`src/rtl/sbsf_pkg.sv`:
```
// sbsf_pkg: shared widths, register codes, reset values and types of the
// stereo biquad shelf filter. Used by the interfaces, the datapath and the top level.
// No dependencies.
package sbsf_pkg;

  localparam int unsigned SAMPLE_W   = 16;
  localparam int unsigned COEF_W     = 24;
  localparam int unsigned STATE_W    = 32;
  localparam int unsigned CFG_IDX_W  = 3;
  localparam int unsigned CFG_DATA_W = 24;

  localparam int unsigned COEF_FRAC_BITS_DEF  = 20;
  localparam int unsigned STATE_FRAC_BITS_DEF = 8;

  // register indexes on the configuration channel
  typedef enum logic [CFG_IDX_W-1:0] {
    REG_FILTER_ENABLE = 3'd0,
    REG_COEF_B0       = 3'd1,
    REG_COEF_B1       = 3'd2,
    REG_COEF_B2       = 3'd3,
    REG_COEF_A1       = 3'd4,
    REG_COEF_A2       = 3'd5
  } cfg_reg_e;

  // reset coefficients: unity gain straight through
  localparam logic signed [COEF_W-1:0] COEF_B0_RST = 24'sd1048576;
  localparam logic signed [COEF_W-1:0] COEF_ZERO   = '0;

  typedef logic signed [SAMPLE_W-1:0] sample_t;
  typedef logic signed [COEF_W-1:0]   coef_t;
  typedef logic signed [STATE_W-1:0]  state_t;

  // register file contents handed to both channel datapaths
  typedef struct packed {
    logic  enable;
    coef_t b0;
    coef_t b1;
    coef_t b2;
    coef_t a1;
    coef_t a2;
  } coefs_t;

endpackage

```
`src/rtl/sbsf_regs.sv`:
```
// sbsf_regs: configuration register file (enable and five Q3.20 coefficients).
// Depends on sbsf_pkg.
module sbsf_regs (
  input  logic                            clk_i,
  input  logic                            rst_ni,
  input  logic                            wr_en_i,
  input  logic [sbsf_pkg::CFG_IDX_W-1:0]  wr_idx_i,
  input  logic [sbsf_pkg::CFG_DATA_W-1:0] wr_data_i,
  output sbsf_pkg::coefs_t                coefs_o
);

  sbsf_pkg::coefs_t coefs_q, coefs_d;

  always_comb begin
    coefs_d = coefs_q;
    if (wr_en_i) begin
      unique case (wr_idx_i)
        sbsf_pkg::REG_FILTER_ENABLE: coefs_d.enable = wr_data_i[0];
        sbsf_pkg::REG_COEF_B0:       coefs_d.b0     = sbsf_pkg::coef_t'(wr_data_i);
        sbsf_pkg::REG_COEF_B1:       coefs_d.b1     = sbsf_pkg::coef_t'(wr_data_i);
        sbsf_pkg::REG_COEF_B2:       coefs_d.b2     = sbsf_pkg::coef_t'(wr_data_i);
        sbsf_pkg::REG_COEF_A1:       coefs_d.a1     = sbsf_pkg::coef_t'(wr_data_i);
        sbsf_pkg::REG_COEF_A2:       coefs_d.a2     = sbsf_pkg::coef_t'(wr_data_i);
        default:                     coefs_d        = coefs_q;
      endcase
    end
  end

  always_ff @(posedge clk_i or negedge rst_ni) begin
    if (!rst_ni) begin
      coefs_q.enable <= 1'b0;
      coefs_q.b0     <= sbsf_pkg::COEF_B0_RST;
      coefs_q.b1     <= sbsf_pkg::COEF_ZERO;
      coefs_q.b2     <= sbsf_pkg::COEF_ZERO;
      coefs_q.a1     <= sbsf_pkg::COEF_ZERO;
      coefs_q.a2     <= sbsf_pkg::COEF_ZERO;
    end else begin
      coefs_q <= coefs_d;
    end
  end

  assign coefs_o = coefs_q;

endmodule

```
`config.mk`:
```
export PLATFORM = sky130hd
export DESIGN_NAME = sbsf_regs
export DESIGN_NICKNAME = d
export VERILOG_FILES = /design/src/rtl/sbsf_pkg.sv /design/src/rtl/sbsf_regs.sv
export SDC_FILE = /design/constraint.sdc
export NUM_CORES = 1
export LEC_CHECK = 0
export ABC_AREA = 1
export BUFFER_PORTS_ARGS = -buffer_cell sky130_fd_sc_hd__buf_2
export CORE_ASPECT_RATIO = 0.7
export CORE_MARGIN = 2
export CORE_UTILIZATION = 40
export DETAILED_ROUTE_END_ITERATION = 10
export PLACE_DENSITY = 0.67
export SYNTH_ARGS = -nofsm -noshare
export SYNTH_HDL_FRONTEND = slang
export SYNTH_SLANG_ARGS = --single-unit
```
`constraint.sdc`:
```
create_clock -name clk_i -period 1 [get_ports clk_i]
set_clock_uncertainty 0.1 [all_clocks]
set_input_delay 0.1 -clock clk_i [delete_from_list [all_inputs] [get_ports clk_i]]
set_output_delay 0.1 -clock clk_i [all_outputs]
set_load 0.05 [all_outputs]
```
Word level (Yosys, flattened, before mapping):

Index checks and enable logic that the tools add are counted.

* reduce and logical (&&, ||, !) cells: 7
* eq/ne operators: 5

Operators with widths (count)
* $reduce_and A2 Y1: 6
* $eq A3 B2 Y1 const B: 2
* $eq A3 B3 Y1 const B: 2
* $eq A3 B1 Y1 const B: 1
* $logic_not A3 Y1: 1

* flip-flop bits (word level): 121
* logic and storage cells: 18
* output and inout port bits: 121
* input port bits: 30

Logic depth before layout (Yosys ltp):

Gate-level depths: netlist of run 1.

* depth after elaboration: 2
* mapped depth: 6
* depth with buffers taken out: 5

Worst setup path after synthesis of run 1:

OpenSTA, ideal clock, no wires.

* kind: input port to flip-flop
* start: input wr_en_i
* end: register coefs_q, in the netlist coefs_o[51]
* data arrival time: 0.767 ns
* library setup time: 0.118 ns
* cell stages on the path: 6
* path buffers: 1
* setup slack: 0.015 ns
* data required time: 0.782 ns
* cells stage by stage: inv_1 -> nor2_2 -> nand2_1 -> buf_2 -> nand2_1 -> nand2_1

* longest elaborated chain between the ends: 1

RTL lines
* start: declaration: RTL line sbsf_regs.sv:6 `input logic wr_en_i,`
* $reduce_and A2 Y1 (no line)
* end signal: assignment: RTL line sbsf_regs.sv:38 `coefs_q <= coefs_d;`
* end: declaration: RTL line sbsf_regs.sv:12 `sbsf_pkg::coefs_t coefs_q, coefs_d;`

Every way passes these cells.
A chain may end at the register's enable or synchronous reset.

Final worst setup path of run 1:

* start: register coefs_q, in the netlist coefs_o[116]
* end: output coefs_o[116] (netlist bit)

RTL lines
* end: declaration: RTL line sbsf_regs.sv:9 `output sbsf_pkg::coefs_t coefs_o`

No word-level cell between the ends.

==> results of run 1 <==
==> synth_stat cells <==
| library cell | count | area (µm²) |
|---|---|---|
| buf_2 | 20 | 100 |
| buf_4 | 2 | 15.0 |
| clkbuf_1 | 5 | 18.8 |
| dfrtp_1 | 120 | 3000 |
| dfstp_2 | 1 | 26.3 |
| inv_1 | 3 | 11.3 |
| inv_2 | 3 | 11.3 |
| nand2_1 | 298 | 1120 |
| nand2_2 | 2 | 12.5 |
| nand3_1 | 73 | 365 |
| nor2_2 | 4 | 25.0 |
| nor2_4 | 2 | 22.5 |
==> power by group <==
group          switching (µW)  internal [µW]
combinational            4880           3010
clock                    2080           4330
sequential                748           5830
total                    7710          13200
==> logic make-up after synthesis <==
| logic type | synth area share, % |
|---|---|
| buffers and inverters | 3.31 |
| flip-flops | 64.0 |
| AND/OR/NAND/NOR | 32.6 |
==> path summary, 6_finish.rpt <==
| path | start | end | slack [ns] |
|---|---|---|---|
| worst max-delay path | coefs_o[116]$_DFFE_PN1P_ | coefs_o[116] | -0.28 |
| worst min-delay path | rst_ni | coefs_o[81]$_DFFE_PN0P_ | 0.01 |
| worst max register to register | coefs_o[13]$_DFFE_PN0P_ | coefs_o[13]$_DFFE_PN0P_ | 0.01 |
| worst min register to register | coefs_o[116]$_DFFE_PN1P_ | coefs_o[116]$_DFFE_PN1P_ | 0.39 |
| max in group asynchronous | rst_ni | coefs_o[63]$_DFFE_PN0P_ | 0.29 |
| min in group clk_i | wr_idx_i[1] | coefs_o[116]$_DFFE_PN1P_ | 0.14 |
==> what timing repair did <==
item,CTS,global route
resized for setup,243,0
endpoints found under the setup margin,121,121
endpoints found under the hold margin,242,0
hold buffers,25,0
setup buffers,45,33
==> metal layers <==
layer | share of wire, % | track usage (%) | vias to the layer above | wire [µm]
met5 | 0 | 0 | - | 0
met4 | 2.0 | 8.16 | 0 | 316
met3 | 8.0 | 7.68 | 34 | 1290
met2 | 46 | 37.8 | 225 | 7490
met1 | 44 | 35.1 | 2272 | 7020
li1 | - | - | 2193 | -
==> cell type report <==
cell class	count	area [µm²]
clock buffer	22	474
clock inverter	9	145
fill	842	3550
inverter	6	22.5
multi-input combinational	379	1550
sequential	121	3030
tap	157	196
timing repair buffer	274	2630
==> metrics by stage <==
step                      hold WS, ns  TNS [ns]
after floorplan                -0.296         0
after global placement         -0.120     -3.89
after detailed placement       -0.117     -7.53
after CTS                     0.00566    -19.90
after global routing           0.0103    -22.43
final                          0.0101    -18.94
==> impl_metrics.tcl, run 1 <==
set metrics [dict create \
    worstPathRequired_ns 0.80 \
    ys_types 12 \
    worst-path-stages 1 \
    cp_slowest_cell "dfstp_2" \
    final_cell_mix "nand2_1 (298), dfrtp_1 (120), buf_6 (120)" \
    critical_path.endpoint_type "output port" \
    peakVddDrop_uv 1350 \
    drv_slew 0 \
    critPathMaxStageDelay_ns 0.54 \
    ys_seq_elements 121 \
    antenna_left 0 \
    cts_max_level 4 \
    startpoint_type "flip-flop" \
    violations "negative setup slack" \
    cts_root_buf "clkbuf_16" \
    die_h_um 95.0 \
    grt_max_degree 51 \
    seq_area_frac_synth_pct 64.0 \
    pre_cts_slack_ns -0.0885 \
    maxCapViolCount 0 \
    power-per-cell-area_nw_per_um2 2590 \
    leakage_uw 0.00440 \
    wl_um 16100 \
    drive_above_1_share_pct 35.8 \
    final_nets 829 \
    crit_chain "buf_8" \
    path_class "flip-flop to output port" \
    clk_latency_ns 0.41 \
    io_pins 151 \
    gp_congestion 0.845 \
    viasPerCell 4.88 \
    mostFrequentLayoutCell "nand2_1" \
    drtPass1Iterations 7 \
    syn-num-nets 563 \
    grt_pass1_vias 4518 \
    wl_per_cell_um 16.6 \
    port_buffers 150 \
    postPlaceCellArea_um2 5830 \
    cp_top_family "flip-flops" \
    drc 0 \
    grt_use_total_pct 25.2 \
    vias 4724 \
    antenna_cells 0 \
    rows 33 \
    hp-class "input pin to asynchronous set/reset pin" \
    grt_antenna_before_repair 0 \
    tritoncts "done" \
    cts_buffers 17 \
    dp_hpwl_um 9840 \
    period_share_pct 128 \
    rsz0062_at_grt "yes" \
    finalNonFillerCells 968 \
    grt_overflow 0 \
    syn_inst 533 \
    syn-mean-instance-area_um2 8.87 \
    finish.utilization_pct 69.4 \
    core-area_um2 11600 \
    die_w_um 134 \
    timing_hold_violations_final 0 \
    final.min_clock_period_ns 1.28 \
    timing.final.ws_setup_ns -0.280 \
    worst_slew_pin_slew_ns 0.249 \
    max_freq_mhz 781 \
    arrival_ns 1.08 \
    initial_core_util_pct 40.8 \
    critPathMaxFanout 2 \
    power_uw 20900 \
    clock_sinks 121 \
    syn-cell-area_um2 4730 \
    reg2regPathDepth 4 \
    die_area_um2 12700 \
    cts.clk_slew.worst_paths_ns 0.05 \
    place_inst 834 \
    relSlewSlack_pct 83.4 \
    grt_pass1_wl_um 24200 \
    largest_reg_flops 121 \
    ys.warnings.count 0 \
    stdcell_area_um2 8050 \
    first_iter_violations 445 \
    setup_viol 121 \
    clock_path_buffers 2 \
    outcome "complete, but fails checks" \
    cp_num_buf_inv 1 \
    area_growth_syn_to_layout_pct 70.2 \
]
No activity file was read; power rests on OpenSTA's default activity.
==> run 2: changes to the inputs <==
--- a/config.mk
+++ b/config.mk
@@ -9,9 +9,10 @@
 export BUFFER_PORTS_ARGS = -buffer_cell sky130_fd_sc_hd__buf_2
 export CORE_ASPECT_RATIO = 0.7
 export CORE_MARGIN = 2
-export CORE_UTILIZATION = 40
+export CORE_UTILIZATION = 50
 export DETAILED_ROUTE_END_ITERATION = 10
-export PLACE_DENSITY = 0.67
+export HOLD_SLACK_MARGIN = 0.08
+export PLACE_DENSITY = 0.81
 export SYNTH_ARGS = -nofsm -noshare
 export SYNTH_HDL_FRONTEND = slang
 export SYNTH_SLANG_ARGS = --single-unit
==> run 2 against run 1 <==
Compared with the run above: the flow still finishes with violations (negative setup slack); setup slack worse by 0.054 ns; clock power is 7.2% higher; power increased by 5.3%; register-to-register slack got worse by 0.10 ns; sequential share of layout area decreased by 0.68 points; non-clock buffer count up 21; critical path type unchanged; critical endpoint unchanged.
==> impl_metrics.tcl, run 2 (synthesized netlist as in run 1, its figures left out) <==
set metrics [dict create \
    die_w_um 120 \
    critPathMaxStageDelay_ns 0.57 \
    io_pins 151 \
    crit_chain "buf_8" \
    hp-class "input pin to asynchronous set/reset pin" \
    cp_top_family "flip-flops" \
    cp_num_buf_inv 1 \
    grt_overflow 0 \
    grt_max_degree 37 \
    initial_core_util_pct 51.7 \
    grt_pass1_wl_um 29200 \
    cts_max_level 4 \
    first_iter_violations 706 \
    clock_path_buffers 2 \
    reg2reg_slack_ns -0.09 \
    worstPathRequired_ns 0.80 \
    die_area_um2 10300 \
    final_cell_mix "nand2_1 (285), buf_6 (121), dfrtp_1 (120)" \
    power_uw 22000 \
    die_h_um 85.4 \
    multi_input_area_um2 1580 \
    leakage_uw 0.00450 \
    max_freq_mhz 749 \
    critPathCapture "coefs_o[116]" \
    antenna_left 0 \
    timing_hold_violations_final 0 \
    rsz0062_at_grt "yes" \
    dp_hpwl_um 9550 \
    clk_latency_ns 0.41 \
    drtPass1Iterations 9 \
    clock_sinks 121 \
    critPathMaxFanout 2 \
    cts_root_buf "clkbuf_16" \
    grt_use_total_pct 38.2 \
    startpoint_type "flip-flop" \
    outcome "complete, but fails checks" \
    grt_antenna_before_repair 1 \
    cts.clk_slew.worst_paths_ns 0.06 \
    final_nets 850 \
    holdWs_ns 0.00575 \
    viasPerCell 5.91 \
    core-area_um2 9140 \
    gp_congestion 0.954 \
    peakVddDrop_uv 1960 \
    area_growth_syn_to_layout_pct 73.3 \
    pre_cts_slack_ns -0.107 \
    largest_reg_flops 121 \
    power-per-cell-area_nw_per_um2 2680 \
    grt_pass1_vias 5460 \
    relSlewSlack_pct 81.8 \
    mostFrequentLayoutCell "nand2_1" \
    drive_above_1_share_pct 39.0 \
    r2r-end "coefs_o[73]$_DFFE_PN0P_" \
    violations "negative setup slack" \
    timing.final.ws_setup_ns -0.334 \
    reg2reg_from "coefs_o[73]$_DFFE_PN0P_" \
    rows 29 \
    maxCapViolCount 0 \
    tritoncts "done" \
    worst_slew_pin_slew_ns 0.272 \
    vias 5661 \
    worst-path-stages 1 \
    cts.hold.buffers_added 25 \
    regArea_um2 3030 \
    startpoint "coefs_o[116]$_DFFE_PN1P_" \
    setup_viol 126 \
    drv_slew 0 \
    cts_buffers 17 \
    path_class "flip-flop to output port" \
    arrival_ns 1.13 \
    fill_cells 358 \
    cp_slowest_cell "dfstp_2" \
    period_share_pct 133 \
    drc 0 \
    wl_per_cell_um 22.4 \
    wl_um 21400 \
    final.min_clock_period_ns 1.33 \
    reg2regPathDepth 4 \
    finalSetupTns_ns -22.14 \
    port_buffers 150 \
    critical_path.endpoint_type "output port" \
]
run 2: cell count changes in the layout (fill, tap and decap cells not counted), sizes merged:
cell    change
clkbuf      +3
buf        +21
diode       +1
clkinv      -2
run 2: per-stage QoR:
step	area [µm²]	util, %	std cells
after CTS	7780	85.0	906
after floorplan	4730	-	533
after global placement	5790	63.3	806
final	8200	89.7	958
after global routing	8200	89.7	958
after detailed placement	5790	63.3	806
run 2: how the worst min path moves through the flow:
stage | endpoint | depth (start not counted)
after floorplan | coefs_o[0]$_DFFE_PN0P_ | 0
after global routing | coefs_o[16]$_DFFE_PN0P_ | 2
after detailed placement | coefs_o[21]$_DFFE_PN0P_ | 1
after global placement | coefs_o[21]$_DFFE_PN0P_ | 1
final | coefs_o[17]$_DFFE_PN0P_ | 2
after CTS | coefs_o[16]$_DFFE_PN0P_ | 2
run 2: per-layer routing:
layer  up-vias  routed length [µm]  GRT usage [%]
met3       183                2660           11.7
li1       2247                   -              -
met4         0                1520           23.9
met2       561               10100           59.3
met1      2670                7150           47.2
met5         -                   0              0
run 2: power breakdown:
group	switching, µW	internal, µW	total [µW]
logic	5270	3170	8450
registers	850	5830	6680
clock network	2310	4560	6870
run 2: repair_timing:
action,CTS,global route
endpoints found under the setup margin,121,121
resized for setup,243,14
endpoints found under the hold margin,242,12
setup buffers,43,51
pin swaps,0,4
run 2: layout make-up:
type / instances / share of cell area, %
repair buffers: 295 / 33.6
well taps: 124 / 1.89
multi-input cells: 379 / 19.3
inverters: 6 / 0.275
flip-flops and latches: 121 / 37.0
clock inverters: 7 / 1.65
clock buffers: 25 / 6.29
diodes: 1 / 0.0305
